--- src/rtl/lpr_pkg.sv ---
`timescale 1ns / 1ps
// ----------------------------------------------------------------------------
// lpr_pkg
// Shared constants and types of the LRU page replacement core.
// ----------------------------------------------------------------------------
package lpr_pkg;

    localparam int FRAMES_DEF    = 8;
    localparam int PAGE_BITS_DEF = 16;

    // Index / count width that covers the largest supported frame count (64)
    localparam int COUNT_W = 7;

    localparam int CAP_W   = 4;
    localparam int MISS_W  = 32;
    localparam int FIELD_W = 16;

    localparam logic [CAP_W-1:0]  CAP_RESET = 4'd8;
    localparam logic [MISS_W-1:0] MISS_MAX  = 32'hFFFF_FFFF;

    // Per-beat control broadcast from the top level to every cell
    typedef struct packed {
        logic               load;    // a reference beat is taken this cycle
        logic [COUNT_W-1:0] count;   // resident entries before this beat
        logic [COUNT_W-1:0] top;     // position that takes the new page
    } t_cell_ctrl;

endpackage

--- src/rtl/lru_page_replacement_core.sv ---
`timescale 1ns / 1ps
// ----------------------------------------------------------------------------
// lru_page_replacement_core
// LRU page replacement over a row of stack cells, one page reference a beat.
// ----------------------------------------------------------------------------
//  channel  | dir | tdata                          | tuser             | tlast
//  s_axis   | in  | [15:0] page_number             | -                 | last_reference
//  m_axis   | out | [15:0] evicted_page,           | [0] page_hit,     | run_end
//           |     | [47:16] misses_so_far          | [1] evict_valid   |
//  cfg      | in  | i_cfg_wdata[3:0] frame_capacity, written when i_cfg_we
//
//  One reference per cycle unless the output stalls; its result shows in the next cycle.
//  The cycle is bounded by the match/shift ripple through the FRAMES cells.
//  Reset clears the resident count, miss count and output valid; capacity
//  returns to 8. Stack contents are not cleared, only the count marks them.
//  A stalled result holds the output register and blocks further input.
// ----------------------------------------------------------------------------
module lru_page_replacement_core
    import lpr_pkg::*;
#(
    parameter int FRAMES    = FRAMES_DEF,
    parameter int PAGE_BITS = PAGE_BITS_DEF
) (
    input  logic                 i_clk,
    input  logic                 i_rst_n,
    input  logic                 s_axis_tvalid,
    output logic                 s_axis_tready,
    input  logic [FIELD_W-1:0]   s_axis_tdata,   // [15:0] page_number
    input  logic                 s_axis_tlast,
    output logic                 m_axis_tvalid,
    input  logic                 m_axis_tready,
    output logic [47:0]          m_axis_tdata,   // [15:0] evicted_page, [47:16] misses_so_far
    output logic [1:0]           m_axis_tuser,   // [0] page_hit, [1] evict_valid
    output logic                 m_axis_tlast,
    input  logic                 i_cfg_we,
    input  logic [CAP_W-1:0]     i_cfg_wdata
);

    localparam int CW = $clog2(FRAMES + 1);

    logic [CAP_W-1:0]     r_cap;
    logic [CW-1:0]        r_count;
    logic [CW-1:0]        n_count;
    logic [MISS_W-1:0]    r_miss;
    logic [MISS_W-1:0]    n_miss;
    logic [MISS_W-1:0]    w_miss_upd;

    logic                 r_out_valid;
    logic                 r_hit;
    logic                 r_evict;
    logic [FIELD_W-1:0]   r_victim;
    logic [MISS_W-1:0]    r_out_miss;
    logic                 r_last;

    logic                 w_accept;
    logic [PAGE_BITS-1:0] w_page;
    logic [7:0]           w_cnt8;
    logic [7:0]           w_cap8;
    logic                 w_full;
    logic                 w_hit;
    logic                 w_evict;
    logic [FRAMES-1:0]    w_match;
    t_cell_ctrl           w_ctrl;

    logic [PAGE_BITS-1:0] w_entry [FRAMES];
    logic [PAGE_BITS-1:0] w_next  [FRAMES];
    logic                 w_shift [FRAMES+1];

    assign s_axis_tready = !r_out_valid || m_axis_tready;
    assign w_accept      = s_axis_tvalid && s_axis_tready;

    assign w_page = PAGE_BITS'(s_axis_tdata);

    // Capacity zero acts as one; above FRAMES it saturates at FRAMES
    assign w_cnt8 = 8'(r_count);
    assign w_cap8 = (r_cap == '0) ? 8'd1 : 8'(r_cap);
    assign w_full = (w_cnt8 >= w_cap8) || (w_cnt8 >= 8'(FRAMES));

    assign w_hit   = |w_match;
    assign w_evict = !w_hit && w_full;

    // Evicting seeds the shift token at the LRU end
    assign w_shift[0] = w_evict;

    genvar gi;
    generate
        for (gi = 0; gi < FRAMES; gi++) begin : g_cell
            if (gi == FRAMES - 1) begin : g_tail
                assign w_next[gi] = w_page;
            end else begin : g_body
                assign w_next[gi] = w_entry[gi+1];
            end
            lpr_cell #(
                .IDX       (gi),
                .PAGE_BITS (PAGE_BITS)
            ) u_cell (
                .i_clk        (i_clk),
                .i_ctrl       (w_ctrl),
                .i_page       (w_page),
                .i_next_entry (w_next[gi]),
                .i_shift      (w_shift[gi]),
                .o_shift      (w_shift[gi+1]),
                .o_match      (w_match[gi]),
                .o_entry      (w_entry[gi])
            );
        end
    endgenerate

    assign w_ctrl.load  = w_accept;
    assign w_ctrl.count = COUNT_W'(r_count);
    assign w_ctrl.top   = (w_hit || w_evict) ? COUNT_W'(r_count - 1'b1) : COUNT_W'(r_count);

    assign w_miss_upd = w_hit ? r_miss : ((r_miss == MISS_MAX) ? r_miss : r_miss + 1'b1);

    always_comb begin
        n_count = r_count;
        n_miss  = r_miss;
        if (w_accept) begin
            if (s_axis_tlast) begin
                n_count = '0;
                n_miss  = '0;
            end else begin
                n_miss = w_miss_upd;
                if (!w_hit && !w_full) begin
                    n_count = r_count + 1'b1;
                end
            end
        end
    end

    always_ff @(posedge i_clk) begin
        if (!i_rst_n) begin
            r_cap       <= CAP_RESET;
            r_count     <= '0;
            r_miss      <= '0;
            r_out_valid <= 1'b0;
        end else begin
            if (i_cfg_we) begin
                r_cap <= i_cfg_wdata;
            end
            r_count <= n_count;
            r_miss  <= n_miss;
            if (w_accept) begin
                r_out_valid <= 1'b1;
            end else if (m_axis_tready) begin
                r_out_valid <= 1'b0;
            end
        end
    end

    // Result payload: hold while the sink stalls
    always_ff @(posedge i_clk) begin
        if (w_accept) begin
            r_hit      <= w_hit;
            r_evict    <= w_evict;
            r_victim   <= w_evict ? FIELD_W'(w_entry[0]) : '0;
            r_out_miss <= w_miss_upd;
            r_last     <= s_axis_tlast;
        end
    end

    assign m_axis_tvalid = r_out_valid;
    assign m_axis_tdata  = {r_out_miss, r_victim};
    assign m_axis_tuser  = {r_evict, r_hit};
    assign m_axis_tlast  = r_last;

`ifndef SYNTH
    a_count_bound: assert property (@(posedge i_clk) disable iff (!i_rst_n)
        (32'(r_count) <= 32'(FRAMES)))
        else $error("resident count above frame count");

    a_hit_no_evict: assert property (@(posedge i_clk) disable iff (!i_rst_n)
        m_axis_tvalid |-> !(m_axis_tuser[0] && m_axis_tuser[1]))
        else $error("hit and eviction reported together");

    a_run_clear: assert property (@(posedge i_clk) disable iff (!i_rst_n)
        (w_accept && s_axis_tlast) |=> (r_count == '0) && (r_miss == '0))
        else $error("state not cleared after last reference");

    a_miss_count: assert property (@(posedge i_clk) disable iff (!i_rst_n)
        (m_axis_tvalid && !m_axis_tuser[0]) |-> (m_axis_tdata[47:16] != '0))
        else $error("miss reported with zero miss count");

    a_shift_reach: assert property (@(posedge i_clk) disable iff (!i_rst_n)
        (w_hit || w_evict) |-> w_shift[FRAMES])
        else $error("shift token lost along the cell row");
`endif

endmodule

--- src/rtl/lpr_cell.sv ---
`timescale 1ns / 1ps
// ----------------------------------------------------------------------------
// lpr_cell
// One slot of the recency stack: compares its page, passes the shift token
// on to the next more-recent slot and takes its neighbour's page on a shift.
// ----------------------------------------------------------------------------
module lpr_cell
    import lpr_pkg::*;
#(
    parameter int IDX       = 0,
    parameter int PAGE_BITS = PAGE_BITS_DEF
) (
    input  logic                 i_clk,
    input  t_cell_ctrl           i_ctrl,
    input  logic [PAGE_BITS-1:0] i_page,
    input  logic [PAGE_BITS-1:0] i_next_entry,
    input  logic                 i_shift,
    output logic                 o_shift,
    output logic                 o_match,
    output logic [PAGE_BITS-1:0] o_entry
);

    localparam logic [COUNT_W-1:0] IDX_C = COUNT_W'(IDX);
    localparam logic [COUNT_W-1:0] NXT_C = COUNT_W'(IDX + 1);

    logic [PAGE_BITS-1:0] r_entry;
    logic [PAGE_BITS-1:0] n_entry;
    logic                 w_match;

    assign w_match = (IDX_C < i_ctrl.count) && (r_entry == i_page);
    // Everything at or above the removed slot moves one step toward LRU
    assign o_shift = i_shift || w_match;
    assign o_match = w_match;
    assign o_entry = r_entry;

    always_comb begin
        n_entry = r_entry;
        if (i_ctrl.load) begin
            if (i_ctrl.top == IDX_C) begin
                n_entry = i_page;
            end else if (o_shift && (NXT_C < i_ctrl.count)) begin
                n_entry = i_next_entry;
            end
        end
    end

    always_ff @(posedge i_clk) begin
        r_entry <= n_entry;
    end

endmodule

--- config.mk ---
export PLATFORM = sky130hd
export DESIGN_NAME = lru_page_replacement_core
export DESIGN_NICKNAME = d
export VERILOG_FILES = /design/src/rtl/lpr_pkg.sv /design/src/rtl/lru_page_replacement_core.sv /design/src/rtl/lpr_cell.sv
export SDC_FILE = /design/constraint.sdc
export NUM_CORES = 1
export LEC_CHECK = 0
export ABC_AREA = 0
export ABC_CLOCK_PERIOD_IN_PS = 6400
export BUFFER_PORTS_ARGS = -buffer_cell sky130_fd_sc_hd__buf_2
export CORE_ASPECT_RATIO = 0.8
export CORE_MARGIN = 2
export CORE_UTILIZATION = 30
export CTS_BUF_LIST = sky130_fd_sc_hd__clkbuf_16
export CTS_CLUSTER_DIAMETER = 150
export DETAILED_ROUTE_END_ITERATION = 8
export PLACE_DENSITY = 0.48
export SKIP_CTS_REPAIR_TIMING = 1
export SYNTH_ARGS = -nofsm -noshare
export SYNTH_HDL_FRONTEND = slang
export SYNTH_SLANG_ARGS = --single-unit
export TNS_END_PERCENT = 10
--- constraint.sdc ---
create_clock -name i_clk -period 6.4 [get_ports i_clk]
set_input_delay 1.28 -clock i_clk [delete_from_list [all_inputs] [get_ports i_clk]]
set_output_delay 1.28 -clock i_clk [all_outputs]
set_load 0.02 [all_outputs]
## Word level (Yosys, flattened, before mapping)

Cells that the tools add are included.

| operators by class | value |
|---|---|
| $add $sub $neg | 3 |
| order comparisons | 11 |
| equality and inequality tests | 16 |
| muxes and demuxes | 25 |
| reductions and logical operators | 55 |

Operators by type and width:

| kind | count |
|---|---|
| $mux 16 | 16 |
| $eq 16x16->1 | 8 |
| $mux 32 | 3 |
| $add 32x1->32 const B | 1 |
| $eq 32x32->1 const B | 1 |
| $eq 7x3->1 const B | 4 |
| $reduce_bool 2->1 | 10 |
| $logic_and 1x1->1 | 19 |
| $reduce_and 2->1 | 9 |
| $lt 3x4->1 const A | 4 |
| $eq 7x2->1 const B | 2 |
| $mux 4 | 3 |
| $logic_or 1x1->1 | 11 |
| $lt 1x4->1 const A | 2 |
| $lt 2x4->1 const A | 2 |
| $reduce_or 8->1 | 1 |
| $eq 7x1->1 const B | 1 |
| $logic_not 7->1 | 1 |
| $mux 7 | 1 |
| $sub 4x1->5 const B | 1 |
| $add 4x1->4 const B | 1 |
| $ge 4x4->1 | 1 |
| $ge 4x4->1 const B | 1 |
| $logic_not 4->1 | 1 |
| 3 further kinds | 6 |

| storage, ports and cells | value |
|---|---|
| register bits | 220 |
| input bits | 26 |
| output and inout bits | 53 |
| logic and storage cells | 127 |

## Depth between registers and ports, before layout

| logic depth | value |
|---|---|
| word-level depth | 16 |
| mapped depth | 16 |
| depth with buffers taken out | 12 |

## Hierarchy

From an unflattened synthesis, not the netlist that was laid out.

| second synthesis, totals | value |
|---|---|
| cell total of the unflattened synthesis | 1,026 |
| area, all modules | 12,361.9 um2 |

By module, submodules not included:

| module | times used | cells each | area each (um2) | sequential area each (um2) |
|---|---|---|---|---|
| lru_page_replacement_core | 1 | 451 | 4,516.8 | 2,352.3 |
| lpr_cell (g_cell[4].u_cell) | 1 | 72 | 1,014.7 | 480.5 |
| lpr_cell (g_cell[2].u_cell) | 1 | 69 | 1,004.7 | 480.5 |
| lpr_cell (g_cell[5].u_cell) | 1 | 77 | 993.5 | 480.5 |
| lpr_cell (g_cell[7].u_cell) | 1 | 74 | 983.4 | 480.5 |
| lpr_cell (g_cell[3].u_cell) | 1 | 74 | 970.9 | 480.5 |
| lpr_cell (g_cell[1].u_cell) | 1 | 71 | 964.7 | 480.5 |
| lpr_cell (g_cell[6].u_cell) | 1 | 73 | 962.2 | 480.5 |
| lpr_cell (g_cell[0].u_cell) | 1 | 65 | 950.9 | 480.5 |

## Worst setup path before layout

No wires, ideal clock.

| timing | value |
|---|---|
| path type | input to register |
| start point | in s_axis_tdata[10] |
| end point | reg g_cell[2].u_cell.r_entry[0], enable pin |
| library setup time | 0.394 ns |
| arrival time | 4.161 ns |
| data required time | 6.006 ns |
| slack | 1.845 ns |
| stages on the path | 12 |
| buffers on the path | 3 |
| path through | buf_4 -> xor2_1 -> nor4_1 -> nand4_1 -> o22ai_2 -> a311oi_1 -> and3_1 -> buf_6 -> a211oi_1 -> o221ai_2 -> buf_6 -> a21oi_1 |

| between the ends | value |
|---|---|
| cells in the longest elaborated chain, start to end | 11 |
| elaborated cells on any way between the ends | 28 |
| those cells by class | eq/ne (9); mux (1); reduce/logical (18) |

Ends and longest elaborated chain:

| item | line | source |
|---|---|---|
| start: declaration | lru_page_replacement_core.sv:28 | `input logic [FIELD_W-1:0] s_axis_tdata,` |
| parallel branches: the longest is 9 deep, another holds $eq 16x16->1 | -- |  |
| $reduce_bool 2->1 (no line) (*) | -- |  |
| $reduce_and 2->1 (no line) (*) | -- |  |
| end signal: assignment | lpr_cell.sv:48 | `r_entry <= n_entry;` |
| end: declaration | lpr_cell.sv:26 | `logic [PAGE_BITS-1:0] r_entry;` |

Every way passes the cells marked *.
A chain may end at the register's enable or synchronous reset.

## Final worst setup path

| timing | value |
|---|---|
| start point | in s_axis_tdata[4] |
| end point | reg g_cell[2].u_cell.r_entry[5], enable pin |

The elaborated chain is that of the path after synthesis.

==> results.py <==
metrics = {
    "worst_setup_path": {
        "required_ns": 6.64,
        "cp-end-kind": "flip-flop",
        "reg2reg_from": "r_count[0]$_SDFFE_PN0P_",
        "cp-start-kind": "primary input",
        "arrival_ns": 4.75,
        "crit_type": "primary input to flip-flop",
        "rr_endpoint": "g_cell[2].u_cell.o_entry[5]$_DFFE_PP_",
        "reg2regPathDepth": 13,
        "critPathMaxFanout": 23,
        "reg2reg_slack_ns": 1.98,
    },
    "timing": {
        "fmax_mhz": 222,
        "holdWs_ns": 0.500,
        "period_minus_slack_ns": 4.51,
        "skew_ns": 0.0157,
        "rsz0062_at_grt": "false",
        "worst_slack_ns": 1.89,
        "period_share": 0.705,
        "hold_violations": 0,
        "relSlewSlack": 0.313,
        "slew_violations": 0,
        "tns_ns": 0,
        "setup_viol_count_final": 0,
        "worst_slew_pin_slew_ns": 1.03,
    },
    "cts": {
        "cts_buffers": 27,
        "cts_tree": "yes",
        "cts.sinks": 220,
        "clk_latency_ns": 0.55,
        "cts.clk_slew.worst_paths_ns": 0.06,
        "clock_path_buffers": 3,
        "cts_max_level": 1,
        "root_buffer": "clkbuf_16",
    },
    "min_path": {
        "holdPathStages": 2,
        "min-delay-start": "r_cap[2]$_SDFFE_PN0P_",
        "hp-class": "flip-flop to flip-flop",
        "hold_end": "r_cap[2]$_SDFFE_PN0P_",
    },
    "synthesis": {
        "synthTopCellsByCount": "edfxtp_1 (179), xnor2_1 (91), mux2_2 (78)",
        "synth_area_leaders": "edfxtp_1 (45%), mux2_2 (7.4%), dfxtp_1 (6.9%)",
        "synth_cell_types": 63,
        "yosysTopAreaCell": "edfxtp_1",
        "yosysMostFrequentCell": "edfxtp_1",
        "ys.flop_type": "edfxtp_1",
        "avgSynthCellArea_um2": 12.2,
        "synthArstFlopShare": 0,
        "synth_cells": 968,
        "seq_area_frac_synth": 0.524,
        "synth_top_cell_area_share": 0.455,
        "netlist_area_mm2": 0.0118,
        "synth_edf_count": 179,
        "synth_seq_cells": 220,
        "yosysWarnings": 0,
        "syn-num-nets": 1003,
    },
    "place": {
        "place_congestion": 0.731,
        "place_inst": 1523,
        "hpwl_um": 19400,
        "io_buffers": 78,
        "post-place-ws_ns": 1.29,
    },
    "route": {
        "route.detailed.drc": 0,
        "vias": 7441,
        "avgRoutedWirePerCell_um": 17.4,
        "dr.pass1.iters": 6,
        "drtAntennaViolNets": 0,
        "drt_iter0_markers": 548,
        "vias_per_cell": 4.74,
        "routed_wirelength_um": 27300,
    },
    "grt": {
        "antenna_found_initial": 0,
        "track_usage": 0.136,
        "grt_max_degree": 54,
        "grt_overflow": 0,
        "grt_pass1_vias": 7508,
        "grt_pass1_wl_um": 44000,
    },
    "power_and_ir_drop": {
        "p_leak_nw": 4.63,
        "powerDensity_mw_per_mm2": 247,
        "total_power_w": 0.00329,
        "ir_worst_vdd_mv": 0.233,
    },
    "final_layout": {
        "area_delta_synth_final_pct": 12.6,
        "final_cells": 1571,
        "insertedDiodeCount": 0,
        "drive_above_1_share": 0.225,
        "layout.nets": 1051,
    },
    "floorplan": {
        "die_h_um": 182,
        "die_area_mm2": 0.0410,
        "core_mm2": 0.0391,
        "start_util": 0.302,
        "die_w_um": 226,
        "num_rows": 65,
        "io-pin-count": 79,
    },
    "status": {
        "status": "completed",
    },
    "flow_run": {
        "drv_cap": 0,
    },
}
-- sequential cells by signal (all words and copies together) (netlist names) --
signal and cells:
r_victim 16, r_out_miss 32, r_hit 1, m_axis_tvalid 1
r_count 4, r_cap 4, r_evict 1, g_cell.u_cell.o_entry 128
r_miss 32, m_axis_tlast 1
-- layout by cell type, fill, tap and decap left out, types with 21 or more instances in the layout --
cell       instances
mux2_2            78
dfxtp_1           41
xnor2_1           91
nand3_1           33
edfxtp_1         179
inv_1             22
buf_2             78
xor2_1            69
o21ai_0           21
a21oi_1           33
nor2_1            37
nand4_1           21
clkbuf_16         27
and3_1            28
mux2_1            25
nand2_1           55
-- kinds of logic after synthesis --
family | Yosys count | share of synthesized area
compound gates | 126 | 0.0768
xor+xnor | 160 | 0.119
fa+ha+maj | 9 | 0.00952
buf+inv | 89 | 0.0450
flops | 220 | 0.524
mux | 115 | 0.112
simple gates | 249 | 0.114
-- where the power goes --
part / internal (W) / switching [W] / total [W]
registers: 0.00159 / 0.0000199 / 0.00161
logic: 0.000108 / 0.000182 / 0.000289
clock network: 0.000798 / 0.000596 / 0.00139
total: 0.00249 / 0.000798 / 0.00329
-- layout make-up --
cell class	count	area (um2)
Sequential cell	220	6200
Multi-Input combinational cell	659	5100
Clock buffer	27	676
Fill cell	3928	25800
Clock inverter	21	116
Tap cell	536	671
Timing Repair Buffer	93	503
Inverter	15	56.3
-- worst max-delay path, cell delays in order --
cell and delay, ns:
buf_2 0.33, xnor2_1 0.22, nand4_1 0.13, nor4_1 0.48, and3_1 0.26, a31oi_1 0.09
and3_1 0.29, buf_4 0.25, nand3_1 0.28, o221ai_2 0.15, buf_4 0.24, a21oi_1 0.45
buf_4 0.29
-- metal layers --
layer  vias to the layer above  track usage  part of all wire
met5                         -            0                 0
met4                         0       0.0328             0.020
met3                        32       0.0214             0.036
met2                       143        0.205              0.43
met1                      3588        0.204              0.51
li1                       3678            -                 -
-- worst max path at each step --
stage               slack, ns        startpoint                                endpoint  cells after the start
floorplan                1.85  s_axis_tdata[10]   g_cell[2].u_cell.o_entry[0]$_DFFE_PP_                     12
global placement         1.31  s_axis_tdata[14]   g_cell[4].u_cell.o_entry[6]$_DFFE_PP_                     11
detailed placement       1.29   s_axis_tdata[6]  g_cell[2].u_cell.o_entry[12]$_DFFE_PP_                     13
CTS                      1.87   s_axis_tdata[6]  g_cell[2].u_cell.o_entry[13]$_DFFE_PP_                     13
global route             1.64   s_axis_tdata[9]  g_cell[2].u_cell.o_entry[13]$_DFFE_PP_                     13
finish                   1.89   s_axis_tdata[4]   g_cell[2].u_cell.o_entry[5]$_DFFE_PP_                     13
-- metrics by stage --
step / utilization / area, um2
floorplan: - / 11800
global placement: 0.320 / 12500
detailed placement: 0.320 / 12500
CTS: 0.340 / 13300
global route: 0.340 / 13300
finish: 0.340 / 13300
Note: power is estimated with default switching activity, not from simulation.
